<file path="config.mk">
export PLATFORM = sky130hd
export DESIGN_NAME = binary64_to_fixed_decimal_text
export DESIGN_NICKNAME = d
export VERILOG_FILES = /design/src/hdl/b64fdt_pkg.sv /design/src/hdl/b64fdt_front.sv /design/src/hdl/b64fdt_queue.sv /design/src/hdl/b64fdt_back.sv /design/src/hdl/binary64_to_fixed_decimal_text.sv
export SDC_FILE = /design/constraint.sdc
export NUM_CORES = 2
export LEC_CHECK = 0
export ABC_CLOCK_PERIOD_IN_PS = 16050
export BUFFER_PORTS_ARGS = -buffer_cell sky130_fd_sc_hd__buf_4
export CORE_UTILIZATION = 63
export CTS_CLUSTER_SIZE = 20
export DETAILED_ROUTE_END_ITERATION = 6
export PLACE_DENSITY = 0.8
export SLEW_MARGIN = 20
export SYNTH_ARGS = -nofsm -noshare
export SYNTH_HDL_FRONTEND = slang
export SYNTH_SLANG_ARGS = --single-unit
</file>
<file path="constraint.sdc">
create_clock -name clock -period 16.05 [get_ports clock]
set_input_delay 0 -clock clock [delete_from_list [all_inputs] [get_ports clock]]
set_output_delay 0 -clock clock [all_outputs]
set_load 0.01 [all_outputs]
</file>
<file path="src/hdl/b64fdt_pkg.sv">
// Shared types, constants and text helpers for the binary64 to decimal text formatter.
package b64fdt_pkg;

   // Number format constants.
   localparam int MAX_FRACTION_DIGITS = 30;
   localparam int PREC_W              = $clog2(MAX_FRACTION_DIGITS + 1);
   localparam int DIG_IDX_W           = $clog2(MAX_FRACTION_DIGITS);
   localparam int CNT_W               = 6;
   localparam int MAN_BITS            = 52;
   localparam int EXP_BIAS            = 1023;
   localparam int BCD_DIGITS          = 20;
   localparam int DP_W                = 5;

   localparam logic [10:0] EXP_ALL1     = 11'h7FF;
   localparam logic [10:0] POINT_EXP    = 11'(EXP_BIAS + MAN_BITS);
   localparam logic [10:0] HUGE_SHIFT   = 11'(64 - MAN_BITS);
   localparam logic [10:0] WIDE_SHIFT   = 11'd128;
   localparam logic [63:0] HALF_Q64     = 64'h8000_0000_0000_0000;

   // ASCII codes.
   localparam logic [7:0] CHAR_ZERO  = 8'h30;
   localparam logic [7:0] CHAR_MINUS = 8'h2D;
   localparam logic [7:0] CHAR_POINT = 8'h2E;

   // Class of a value as decided by the front end.
   typedef enum logic [1:0] {
      KIND_NUM,
      KIND_NAN,
      KIND_INF,
      KIND_HUGE
   } kind_type;

   // One classified value, passed from the front end to the back end.
   typedef struct packed {
      kind_type           kind;
      logic               neg;
      logic [63:0]        whole;
      logic [63:0]        frac;
      logic [PREC_W-1:0]  prec;
   } job_type;

   // Back end sequencer states.
   typedef enum logic [3:0] {
      ST_IDLE,
      ST_TEXT,
      ST_FRAC,
      ST_RDEC,
      ST_RIPPLE,
      ST_CONV,
      ST_SIGN,
      ST_SKIP,
      ST_INT,
      ST_POINT,
      ST_FDIG
   } state_type;

   // Whether a special text carries a leading minus.
   function automatic logic text_prefix(input kind_type kind, input logic neg);
      text_prefix = neg && (kind != KIND_NAN);
   endfunction

   // Length of a special text, minus sign included.
   function automatic logic [2:0] text_len(input kind_type kind, input logic neg);
      logic [2:0] base;
      base = (kind == KIND_HUGE) ? 3'd6 : 3'd3;
      text_len = base + {2'b00, text_prefix(kind, neg)};
   endfunction

   // Character at a position of a special text.
   function automatic logic [7:0] text_char(input kind_type kind, input logic neg,
                                             input logic [2:0] idx);
      logic [2:0] pos;
      logic [7:0] ch;
      pos = idx - {2'b00, text_prefix(kind, neg)};
      ch  = CHAR_MINUS;
      if (text_prefix(kind, neg) && (idx == 3'd0)) begin
         ch = CHAR_MINUS;
      end else begin
         case (kind)
            KIND_NAN: begin
               case (pos)
                  3'd0:    ch = 8'h6E;
                  3'd1:    ch = 8'h61;
                  default: ch = 8'h6E;
               endcase
            end
            KIND_INF: begin
               case (pos)
                  3'd0:    ch = 8'h69;
                  3'd1:    ch = 8'h6E;
                  default: ch = 8'h66;
               endcase
            end
            default: begin
               case (pos)
                  3'd0:    ch = 8'h3C;
                  3'd1:    ch = 8'h68;
                  3'd2:    ch = 8'h75;
                  3'd3:    ch = 8'h67;
                  3'd4:    ch = 8'h65;
                  default: ch = 8'h3E;
               endcase
            end
         endcase
      end
      text_char = ch;
   endfunction

endpackage

</file>
<file path="src/hdl/b64fdt_front.sv">
// Front end: accepts a value, classifies it and splits it into integer part and Q64 fraction.
module b64fdt_front import b64fdt_pkg::*; (
   input  logic        clock,
   input  logic        reset,
   input  logic        req_valid,
   output logic        req_ready,
   input  logic [63:0] req_value_bits,
   input  logic [5:0]  req_digits_after_point,
   output logic        push,
   output job_type     push_job,
   input  logic        q_ready
);

   logic               stage_valid_ff, stage_valid_in;
   logic [63:0]        bits_ff, bits_in;
   logic [PREC_W-1:0]  prec_ff, prec_in;
   logic               req_fire;

   logic [10:0]  expf, eb, lsh, rsh;
   logic [51:0]  manf;
   logic [52:0]  man;
   logic [127:0] wide;

   assign req_ready = !stage_valid_ff || q_ready;
   assign req_fire  = req_valid && req_ready;
   assign push      = stage_valid_ff && q_ready;

   // Input stage: hold one transaction with the precision already saturated.
   always_comb begin
      bits_in        = bits_ff;
      prec_in        = prec_ff;
      stage_valid_in = stage_valid_ff;
      if (req_fire) begin
         bits_in        = req_value_bits;
         stage_valid_in = 1'b1;
         if (req_digits_after_point > 6'(MAX_FRACTION_DIGITS)) begin
            prec_in = PREC_W'(MAX_FRACTION_DIGITS);
         end else begin
            prec_in = PREC_W'(req_digits_after_point);
         end
      end else if (push) begin
         stage_valid_in = 1'b0;
      end
   end

   always_ff @(posedge clock) begin
      if (reset) begin
         stage_valid_ff <= 1'b0;
      end else begin
         stage_valid_ff <= stage_valid_in;
      end
      bits_ff <= bits_in;
      prec_ff <= prec_in;
   end

   // Classification and alignment of the significand to the binary point.
   always_comb begin
      expf = bits_ff[62:52];
      manf = bits_ff[51:0];
      eb   = (expf == 11'd0) ? 11'd1 : expf;
      man  = {(expf != 11'd0), manf};
      lsh  = eb - POINT_EXP;
      rsh  = POINT_EXP - eb;
      wide = {11'd0, man, 64'd0} >> rsh[6:0];

      push_job.kind  = KIND_NUM;
      push_job.neg   = bits_ff[63];
      push_job.prec  = prec_ff;
      push_job.whole = 64'd0;
      push_job.frac  = 64'd0;
      if (expf == EXP_ALL1) begin
         push_job.kind = (manf != 52'd0) ? KIND_NAN : KIND_INF;
      end else if (eb >= POINT_EXP) begin
         if (lsh >= HUGE_SHIFT) begin
            push_job.kind = KIND_HUGE;
         end else begin
            push_job.whole = {11'd0, man} << lsh[3:0];
         end
      end else if (rsh < WIDE_SHIFT) begin
         push_job.whole = wide[127:64];
         push_job.frac  = wide[63:0];
      end
   end

endmodule

</file>
<file path="src/hdl/b64fdt_queue.sv">
// Two-entry queue between the front end and the back end.
module b64fdt_queue import b64fdt_pkg::*; (
   input  logic    clock,
   input  logic    reset,
   input  logic    push,
   input  job_type push_job,
   output logic    q_ready,
   input  logic    pop,
   output logic    q_valid,
   output job_type q_job
);

   job_type     mem_ff [2];
   logic        wr_ptr_ff, wr_ptr_in;
   logic        rd_ptr_ff, rd_ptr_in;
   logic [1:0]  count_ff, count_in;

   assign q_ready = (count_ff != 2'd2);
   assign q_valid = (count_ff != 2'd0);
   assign q_job   = mem_ff[rd_ptr_ff];

   // Pointer and occupancy update.
   always_comb begin
      wr_ptr_in = push ? !wr_ptr_ff : wr_ptr_ff;
      rd_ptr_in = pop  ? !rd_ptr_ff : rd_ptr_ff;
      count_in  = count_ff + {1'b0, push} - {1'b0, pop};
   end

   always_ff @(posedge clock) begin
      if (reset) begin
         wr_ptr_ff <= 1'b0;
         rd_ptr_ff <= 1'b0;
         count_ff  <= 2'd0;
      end else begin
         wr_ptr_ff <= wr_ptr_in;
         rd_ptr_ff <= rd_ptr_in;
         count_ff  <= count_in;
      end
      if (push) begin
         mem_ff[wr_ptr_ff] <= push_job;
      end
   end

endmodule

</file>
<file path="src/hdl/b64fdt_back.sv">
// Back end: fraction digits, rounding, integer conversion and character output, or the text of a special value.
module b64fdt_back import b64fdt_pkg::*; (
   input  logic        clock,
   input  logic        reset,
   input  logic        q_valid,
   input  job_type     q_job,
   output logic        pop,
   output logic        rsp_valid,
   input  logic        rsp_ready,
   output logic [7:0]  rsp_out_char,
   output logic        rsp_last
);

   state_type          state_ff, state_in;
   job_type            job_ff, job_in;
   logic [CNT_W-1:0]   cnt_ff, cnt_in;
   logic [DP_W-1:0]    dp_ff, dp_in;
   logic [2:0]         tix_ff, tix_in;
   logic [3:0]         dig_ff [MAX_FRACTION_DIGITS];
   logic [3:0]         dig_in [MAX_FRACTION_DIGITS];
   logic [4*BCD_DIGITS-1:0] bcd_ff, bcd_in;
   logic               out_valid_ff, out_valid_in;
   logic [7:0]         out_char_ff, out_char_in;
   logic               out_last_ff, out_last_in;

   logic               emit_ok;
   logic [CNT_W-1:0]   rd_cnt;
   logic [3:0]         rd_dig;
   logic [67:0]        prod;
   logic               parity, bump_last;
   logic [3:0]         cur_bcd;
   logic [4*BCD_DIGITS-1:0] adj;
   logic [PREC_W-1:0]  prec_m1;

   assign emit_ok      = !out_valid_ff || rsp_ready;
   assign rsp_valid    = out_valid_ff;
   assign rsp_out_char = out_char_ff;
   assign rsp_last     = out_last_ff;
   assign pop          = (state_ff == ST_IDLE) && q_valid;
   assign prec_m1      = job_ff.prec - PREC_W'(1);

   // Shared digit read port and per-state arithmetic.
   always_comb begin
      rd_cnt = (state_ff == ST_FDIG) ? cnt_ff : cnt_ff - CNT_W'(1);
      if (rd_cnt < CNT_W'(MAX_FRACTION_DIGITS)) begin
         rd_dig = dig_ff[rd_cnt[DIG_IDX_W-1:0]];
      end else begin
         rd_dig = 4'd0;
      end
      prod      = {1'b0, job_ff.frac, 3'b000} + {3'b000, job_ff.frac, 1'b0};
      parity    = (job_ff.prec != '0) ? rd_dig[0] : job_ff.whole[0];
      bump_last = (job_ff.frac > HALF_Q64) || ((job_ff.frac == HALF_Q64) && parity);
      cur_bcd   = bcd_ff[4*dp_ff +: 4];
      for (int k = 0; k < BCD_DIGITS; k++) begin
         adj[4*k +: 4] = (bcd_ff[4*k +: 4] >= 4'd5) ? bcd_ff[4*k +: 4] + 4'd3
                                                    : bcd_ff[4*k +: 4];
      end
   end

   // Next state.
   always_comb begin
      state_in = state_ff;
      unique case (state_ff)
         ST_IDLE: begin
            if (q_valid) begin
               state_in = (q_job.kind == KIND_NUM) ? ST_FRAC : ST_TEXT;
            end
         end
         ST_TEXT: begin
            if (emit_ok && (tix_ff == text_len(job_ff.kind, job_ff.neg) - 3'd1)) begin
               state_in = ST_IDLE;
            end
         end
         ST_FRAC: begin
            if (cnt_ff == CNT_W'(job_ff.prec)) begin
               state_in = ST_RDEC;
            end
         end
         ST_RDEC: begin
            state_in = bump_last ? ST_RIPPLE : ST_CONV;
         end
         ST_RIPPLE: begin
            if ((cnt_ff == '0) || (rd_dig != 4'd9)) begin
               state_in = ST_CONV;
            end
         end
         ST_CONV: begin
            if (cnt_ff == CNT_W'(63)) begin
               state_in = job_ff.neg ? ST_SIGN : ST_SKIP;
            end
         end
         ST_SIGN: begin
            if (emit_ok) begin
               state_in = ST_SKIP;
            end
         end
         ST_SKIP: begin
            if ((dp_ff == '0) || (cur_bcd != 4'd0)) begin
               state_in = ST_INT;
            end
         end
         ST_INT: begin
            if (emit_ok && (dp_ff == '0)) begin
               state_in = (job_ff.prec != '0) ? ST_POINT : ST_IDLE;
            end
         end
         ST_POINT: begin
            if (emit_ok) begin
               state_in = ST_FDIG;
            end
         end
         ST_FDIG: begin
            if (emit_ok && (cnt_ff == CNT_W'(prec_m1))) begin
               state_in = ST_IDLE;
            end
         end
         default: state_in = ST_IDLE;
      endcase
   end

   // Datapath and output register updates.
   always_comb begin
      job_in       = job_ff;
      cnt_in       = cnt_ff;
      dp_in        = dp_ff;
      tix_in       = tix_ff;
      dig_in       = dig_ff;
      bcd_in       = bcd_ff;
      out_valid_in = out_valid_ff && !rsp_ready;
      out_char_in  = out_char_ff;
      out_last_in  = out_last_ff;
      unique case (state_ff)
         ST_IDLE: begin
            if (q_valid) begin
               job_in = q_job;
               cnt_in = '0;
               tix_in = 3'd0;
            end
         end
         ST_TEXT: begin
            if (emit_ok) begin
               out_valid_in = 1'b1;
               out_char_in  = text_char(job_ff.kind, job_ff.neg, tix_ff);
               out_last_in  = (tix_ff == text_len(job_ff.kind, job_ff.neg) - 3'd1);
               tix_in       = tix_ff + 3'd1;
            end
         end
         ST_FRAC: begin
            // One decimal digit per cycle: the fraction times ten.
            if (cnt_ff != CNT_W'(job_ff.prec)) begin
               dig_in[cnt_ff[DIG_IDX_W-1:0]] = prod[67:64];
               job_in.frac                   = prod[63:0];
               cnt_in                        = cnt_ff + CNT_W'(1);
            end
         end
         ST_RDEC: begin
            bcd_in = '0;
            if (!bump_last) begin
               cnt_in = '0;
            end
         end
         ST_RIPPLE: begin
            // Carry walks up through trailing nines, and into the integer part if every digit was a nine.
            if (cnt_ff == '0) begin
               job_in.whole = job_ff.whole + 64'd1;
            end else if (rd_dig != 4'd9) begin
               dig_in[rd_cnt[DIG_IDX_W-1:0]] = rd_dig + 4'd1;
               cnt_in                        = '0;
            end else begin
               dig_in[rd_cnt[DIG_IDX_W-1:0]] = 4'd0;
               cnt_in                        = cnt_ff - CNT_W'(1);
            end
         end
         ST_CONV: begin
            // Shift-and-add-three conversion, one bit of the integer per cycle.
            bcd_in       = {adj[4*BCD_DIGITS-2:0], job_ff.whole[63]};
            job_in.whole = {job_ff.whole[62:0], 1'b0};
            cnt_in       = cnt_ff + CNT_W'(1);
            dp_in        = DP_W'(BCD_DIGITS - 1);
         end
         ST_SIGN: begin
            if (emit_ok) begin
               out_valid_in = 1'b1;
               out_char_in  = CHAR_MINUS;
               out_last_in  = 1'b0;
            end
         end
         ST_SKIP: begin
            if ((dp_ff != '0) && (cur_bcd == 4'd0)) begin
               dp_in = dp_ff - DP_W'(1);
            end
         end
         ST_INT: begin
            if (emit_ok) begin
               out_valid_in = 1'b1;
               out_char_in  = CHAR_ZERO + {4'd0, cur_bcd};
               out_last_in  = (dp_ff == '0) && (job_ff.prec == '0);
               if (dp_ff != '0) begin
                  dp_in = dp_ff - DP_W'(1);
               end
            end
         end
         ST_POINT: begin
            if (emit_ok) begin
               out_valid_in = 1'b1;
               out_char_in  = CHAR_POINT;
               out_last_in  = 1'b0;
               cnt_in       = '0;
            end
         end
         ST_FDIG: begin
            if (emit_ok) begin
               out_valid_in = 1'b1;
               out_char_in  = CHAR_ZERO + {4'd0, rd_dig};
               out_last_in  = (cnt_ff == CNT_W'(prec_m1));
               cnt_in       = cnt_ff + CNT_W'(1);
            end
         end
         default: begin
            out_valid_in = out_valid_ff && !rsp_ready;
         end
      endcase
   end

   always_ff @(posedge clock) begin
      if (reset) begin
         state_ff     <= ST_IDLE;
         out_valid_ff <= 1'b0;
      end else begin
         state_ff     <= state_in;
         out_valid_ff <= out_valid_in;
      end
      job_ff      <= job_in;
      cnt_ff      <= cnt_in;
      dp_ff       <= dp_in;
      tix_ff      <= tix_in;
      dig_ff      <= dig_in;
      bcd_ff      <= bcd_in;
      out_char_ff <= out_char_in;
      out_last_ff <= out_last_in;
   end

endmodule

</file>
<file path="src/hdl/binary64_to_fixed_decimal_text.sv">
// Top level of the binary64 to fixed-point decimal text formatter.
//
// Each transaction on the req_ channel carries a binary64 bit pattern and a
// count of fraction digits (saturated at 30); the rsp_ channel returns the
// value as ASCII text in "%.Nf" style, one character per transaction, with
// rsp_last on the final one. NaN gives "nan", infinities "inf" or "-inf", and
// integer parts of 2^64 or more "<huge>" or "-<huge>". A front end registers
// the value, classifies and aligns it and passes it through a two-entry queue,
// so it can take the next value while the back end is busy. The back end
// handles one value at a time: it takes the value, works out the fraction
// digits (one multiply by ten per cycle), makes one rounding decision,
// ripples any carry through trailing nines, converts the integer part from
// binary to decimal, skips leading zeros and then emits the characters one
// at a time as the output accepts them.
module binary64_to_fixed_decimal_text import b64fdt_pkg::*; (
   input  logic        clock,
   input  logic        reset,
   input  logic        req_valid,
   output logic        req_ready,
   input  logic [63:0] req_value_bits,
   input  logic [5:0]  req_digits_after_point,
   output logic        rsp_valid,
   input  logic        rsp_ready,
   output logic [7:0]  rsp_out_char,
   output logic        rsp_last
);

   logic    push, q_ready, pop, q_valid;
   job_type push_job, q_job;

   b64fdt_front u_front (
      .clock                  (clock),
      .reset                  (reset),
      .req_valid              (req_valid),
      .req_ready              (req_ready),
      .req_value_bits         (req_value_bits),
      .req_digits_after_point (req_digits_after_point),
      .push                   (push),
      .push_job               (push_job),
      .q_ready                (q_ready)
   );

   b64fdt_queue u_queue (
      .clock    (clock),
      .reset    (reset),
      .push     (push),
      .push_job (push_job),
      .q_ready  (q_ready),
      .pop      (pop),
      .q_valid  (q_valid),
      .q_job    (q_job)
   );

   b64fdt_back u_back (
      .clock        (clock),
      .reset        (reset),
      .q_valid      (q_valid),
      .q_job        (q_job),
      .pop          (pop),
      .rsp_valid    (rsp_valid),
      .rsp_ready    (rsp_ready),
      .rsp_out_char (rsp_out_char),
      .rsp_last     (rsp_last)
   );

endmodule

</file>
## After elaboration in Yosys (flattened, before gate mapping)

Memory sizes are Yosys's and may differ from the RTL's. A register that Yosys moved wholly into a read port is not among the register bits.
Index checks and enable logic that the tools add are counted.

| word-level totals | value |
|---|---|
| register bits | 438 |
| memory bits (writable) | 272 |
| input port bits | 74 |
| output and inout port bits | 11 |
| word-level logic and storage cells | 339 |
| memories kept | 1 |

Memories:

| memory | words | bits a word | read ports | clocked after memory_dff | write ports | line | RTL |
|---|---|---|---|---|---|---|---|
| u_queue.mem_ff | 2 | 136 | 1 | 1 | 1 | b64fdt_queue.sv:13 | `job_type mem_ff [2];` |

| cells by class | value |
|---|---|
| add/subtract/negate cells | 37 |
| order comparisons | 30 |
| equal/unequal tests | 47 |
| shifts and indexed selects | 3 |
| muxes and demuxes | 107 |
| bitwise logic cells | 4 |
| reduce and logical (&&, ||, !) cells | 61 |

Operators with widths:

| cell | number |
|---|---|
| $mux 120 | 3 |
| $mux 64 | 5 |
| $mux 128 | 2 |
| $bwmux 120 | 2 |
| $pmux 120 s2 | 1 |
| $pmux 64 s3 | 1 |
| $pmux 80 s2 | 1 |
| $mux 4 | 36 |
| $mux 133 | 1 |
| $pmux 64 s2 | 1 |
| $shr 117x7->128 | 1 |
| $and 120x120->120 | 1 |
| $not 120->120 | 1 |
| $ge 4x3->1 const B | 20 |
| $shiftx 80x8->4 | 1 |
| $add 4x2->4 const B | 19 |
| $add 67x65->68 | 1 |
| $add 64x1->64 const B | 1 |
| $eq 64x64->1 const B | 1 |
| $gt 64x64->1 const B | 1 |
| $shl 53x4->64 | 1 |
| $reduce_bool 52->1 | 1 |
| $mux 6 | 8 |
| $mux 8 | 6 |
| other kinds (79) | 173 |

## Depth between registers and ports, before layout

| depth | value |
|---|---|
| depth after elaboration | 12 |
| gate-level depth with buffers | 22 |
| mapped depth without buffers | 16 |

## Modules after synthesis

From an unflattened synthesis, not the netlist that was laid out.

| unflattened totals | value |
|---|---|
| cells, all modules | 5071 |
| area, all modules | 50225.7 sq um |

By module, submodules not included:

| module | instances | cells each | area an instance (sq um) | sequential area each (sq um) |
|---|---|---|---|---|
| b64fdt_back | 1 | 2973 | 27543.9 | 10820.4 |
| b64fdt_front | 1 | 1654 | 12503.2 | 2092.0 |
| b64fdt_queue | 1 | 444 | 10178.5 | 8267.9 |

## Least setup slack after synthesis

No wires, ideal clock.

| timing path | value |
|---|---|
| path kind | flip-flop to flip-flop |
| start | register u_back.cnt_ff[1] |
| end | register u_back.job_ff[10] (netlist name), enable pin |
| library setup time | 0.644 ns |
| arrival time | 7.640 ns |
| setup slack | 7.766 ns |
| stages on the path, launching flop included | 11 |
| path buffers | 4 |
| cells stage by stage | edfxtp_1 -> buf_4 -> buf_4 -> buf_2 -> buf_2 -> xnor2_1 -> nand3_1 -> nor3_1 -> nand2_1 -> o21ai_0 -> nor4_1 |

| between the ends | value |
|---|---|
| word-level cells in the longest chain between the ends | 3 |

Ends and longest elaborated chain:

| what | line | RTL |
|---|---|---|
| from (decl) | b64fdt_back.sv:16 | `logic [CNT_W-1:0] cnt_ff, cnt_in;` |
| from (signal assigned) | b64fdt_back.sv:234 | `cnt_ff <= cnt_in;` |
| $ne 6x5->1 | b64fdt_back.sv:150 | `if (cnt_ff != CNT_W'(job_ff.prec)) begin` |
| $ne 2x1->1 (no source line) | - |  |
| $reduce_and 3->1 (no source line) | - |  |
| to (signal assigned) | b64fdt_back.sv:233 | `job_ff <= job_in;` |
| to (decl) | b64fdt_back.sv:15 | `job_type job_ff, job_in;` |

No other way between the ends.
A chain may end at the register's enable or synchronous reset.

==> run metrics <==
RePlAce Congestion=1.054; global route overflow=0; area of the multi-input gates=23940 µm²; FF-to-FF End=u_back.dig_ff[94]; routing usage on met3=6.726%; total power=between 9 and 10 mW; Die W=274.1 µm; Rows=99; CTS resizes=0; r2r startpoint=u_back.cnt_ff[0]; Die Y=274.1 µm; path depth of the worst reg2reg path=15; maximum number of pins on one net before global-route repair=82; Post-Route WL=139.3 mm; max cap viols=0; CTS Buf Count=77; Worst Setup EP=u_back.dig_ff[94]; Crit path depth=15; GR Util met1=47.99%; CP top delay family=simple AND/OR/NAND/NOR gates; worst reg-to-reg setup slack=8630 ps; Final ANT Viol Nets=0; layout cell share with drive strength beyond 1=9.316%; register area share after synthesis=between 40% and 50%; first-pass GRT wire length=212.7 mm; CP peak stage delay=830 ps; worst-path maximum fanout=41; GRT Total Usage=36.42%; RSZ-0062 raised after global routing=no; Hold Path Depth=2; most frequent cells in the layout=edfxtp_1, mux2i_1, nand2_1; Final Cycle Share=around 46%; outcome=complete, but fails checks; Power Dens Cells=roughly 180 nW/µm²; Synth Cell Area=around 47000 µm²; PortBufs=82; initial core utilization=63.82%; worst vdd ir=0.1767 mV; later-pin clock latency in the skew report=630 ps; initial antenna violation count=3; clock slew at reported path FFs=about 70 ps; Slew @ Worst Pin=between 1000 and 1500 ps; critical path class=reg2reg; fin util=a little over two thirds; hpwl dp=~94 mm; LEAKAGE=18.47 nW; Most used DFF post-synth=edfxtp_1; post-synth top area cell=edfxtp_1; Max-slew headroom=a little over a quarter; critical path startpoint=u_back.cnt_ff[0]; Post-Syn Area per Cell=roughly 10 µm²; minimum clock period=7420 ps; CTS tree=done; Clock Skews=between 30 and 40 ps; Worst Setup End Kind=register; slowest CP cell=edfxtp_1; fillcell total=5170; NumNets Final=between 4000 and 5000; min-delay worst type=in2reg; WL per Instance=25.01 µm; CP Cell Sequence=inv_2 -> ha_2 -> buf_4 -> mux2i_1 -> mux4_2 -> a22oi_1 -> nand4_1 -> a211oi_2 -> ha_1 -> inv_1 -> or3_4 -> nor2_4 -> or3_1 -> buf_4 -> o221ai_1; drt drc=21; Max clock buf depth=3; Iter 0 DRT Violations=approximately 5400; async set-reset flop share out of synthesis=0%; GRT busiest layer=met2; number of synthesized register bits=709; TritonCTS Sinks=709; Via density=6.977; worst path bufs/invs=4; vias in the first global route=36700; CORE AREA=73080 µm²; Net Count, Synth=4751; Post-synth EDFFs=698; register area=21180 µm²; htree depth=3; post-synth top area share=44.94%; Worst Path Arrival=7730 ps; Post-CTS Setup Bufs=0; vias=38840; Slew Viols, Final=0; met2 GRT Util=57.74%; Mapped Cells=~4600; setup violators final=0; FMAX=0.1348 GHz; setup TNS=0 ps; commonest non-fill, non-tap cell in the layout=edfxtp_1; final hold vios=0; DR pass1 iterations=7; Die ar.=75120 µm²; CTS root buf=clkbuf_16; Startpoint Class=register; P&R area growth vs syn=9.800%; synth warn=0; # IOs=85; Synth area leaders=edfxtp_1, mux2i_1, nand2_1; failing checks=design-rule violations; Yosys cell types=88; most frequent CP cell=buf_4; Worst Path Required=16360 ps
==> Yosys cell counts, types with 9 or more instances <==
cell type,instances
and3_1,53
a221oi_1,10
ha_1,123
clkbuf_1,206
or3_1,13
dfxtp_1,11
mux4_2,52
a21o_1,48
and2_1,25
mux2i_1,511
a21oi_1,322
nand2_1,454
a22oi_1,29
nand3_1,178
o221ai_1,148
buf_2,51
buf_4,13
o221ai_2,20
nand4_1,38
o21ai_0,229
a211oi_1,33
xor2_1,100
o22ai_1,92
o21bai_1,20
xnor2_1,85
nand2b_1,56
edfxtp_1,698
inv_1,127
a31oi_1,43
o211ai_1,44
nor3_1,60
nor4_1,44
buf_1,30
mux2_2,35
nor2_1,374
a32oi_1,9
or2_2,16
==> state kept, by name, indices dropped and copies added, names as in the netlist, named ones only <==
name,flops
u_back.bcd_ff,80
u_front.bits_ff,64
u_back.dp_ff,5
u_back.dig_ff,120
u_front.prec_ff,5
u_front.stage_valid_ff,1
u_back.job_ff,136
u_back.tix_ff,3
u_back.rsp_out_char,6
u_back.rsp_last,1
u_queue.mem_ff,272
u_back.state_ff,4
u_queue.count_ff,2
u_queue.rd_ptr_ff,1
u_back.cnt_ff,6
u_queue.wr_ptr_ff,1
u_back.rsp_valid,1
==> layout make-up <==
type,instances,area share (%)
Antenna cell,3,0.01466
Tap cell,959,2.343
Clock buffer,102,4.088
Timing Repair Buffer,217,3.557
Multi-Input combinational cell,3409,46.74
Sequential cell,709,41.37
Inverter,131,0.9602
Clock inverter,37,0.9309
==> worst min-delay path by stage <==
stage | from | to | slack [ps]
after floorplan | reset | u_queue.count_ff[0] | 70
after global placement | req_value_bits[1] | u_front.bits_ff[1] | 180
after detailed placement | req_value_bits[23] | u_front.bits_ff[23] | 180
after CTS | req_value_bits[59] | u_front.bits_ff[59] | 60
after global routing | req_value_bits[30] | u_front.bits_ff[30] | 80
final | req_value_bits[60] | u_front.bits_ff[60] | 90
==> worst register-to-register path: stages (launching register included) <==
cell	delay [ps]
edfxtp_1	830
inv_2	500
ha_2	680
buf_4	620
mux2i_1	200
mux4_2	510
a22oi_1	190
nand4_1	140
a211oi_2	540
ha_1	270
inv_1	70
or3_4	430
nor2_4	750
or3_1	820
buf_4	390
o221ai_1	180
==> metal layers <==
layer / wire [µm] / vias to the layer above
met5: 32 / -
met4: 7491 / 4
met3: 13450 / 483
met2: 64350 / 2389
met1: 53930 / 18620
li1: - / 17350
==> power by group <==
part	internal [mW]	switching [mW]
sequential	2.52	0.366
combinational	1.55	2.86
clock	1.08	0.747
==> metrics by stage <==
stage	hold WS, ps	std cells	worst slack, ps	area, µm²
3_3_place_gp	178.6	5348	9135	47860
5_1_grt	82.15	5564	8475	51200
2_1_floorplan	71.61	4553	7766	46640
4_1_cts	62.33	5564	8865	51200
6_report	86.34	5567	8630	51210
3_5_place_dp	179.3	5348	8906	47860
==> cell families (layout without fill, tap and decap cells) <==
family,Yosys count,count (layout),share of synthesized area [%]
AO/OA/AOI/OAI,1145,1145,16.22
multiplexers,598,598,14.32
adder cells (fa/ha/maj),124,124,3.343
other,2,5,0.01610
flip-flops,709,709,45.41
XOR/XNOR,187,187,3.592
AND/OR/NAND/NOR,1353,1353,13.29
buffers and inverters,435,487,3.807
==> repair_timing <==
item	CTS	global route
setup endpoints to repair	0	0
hold buffers	77	0
hold endpoints to repair	87	0
(Power assumes the default switching activity.)
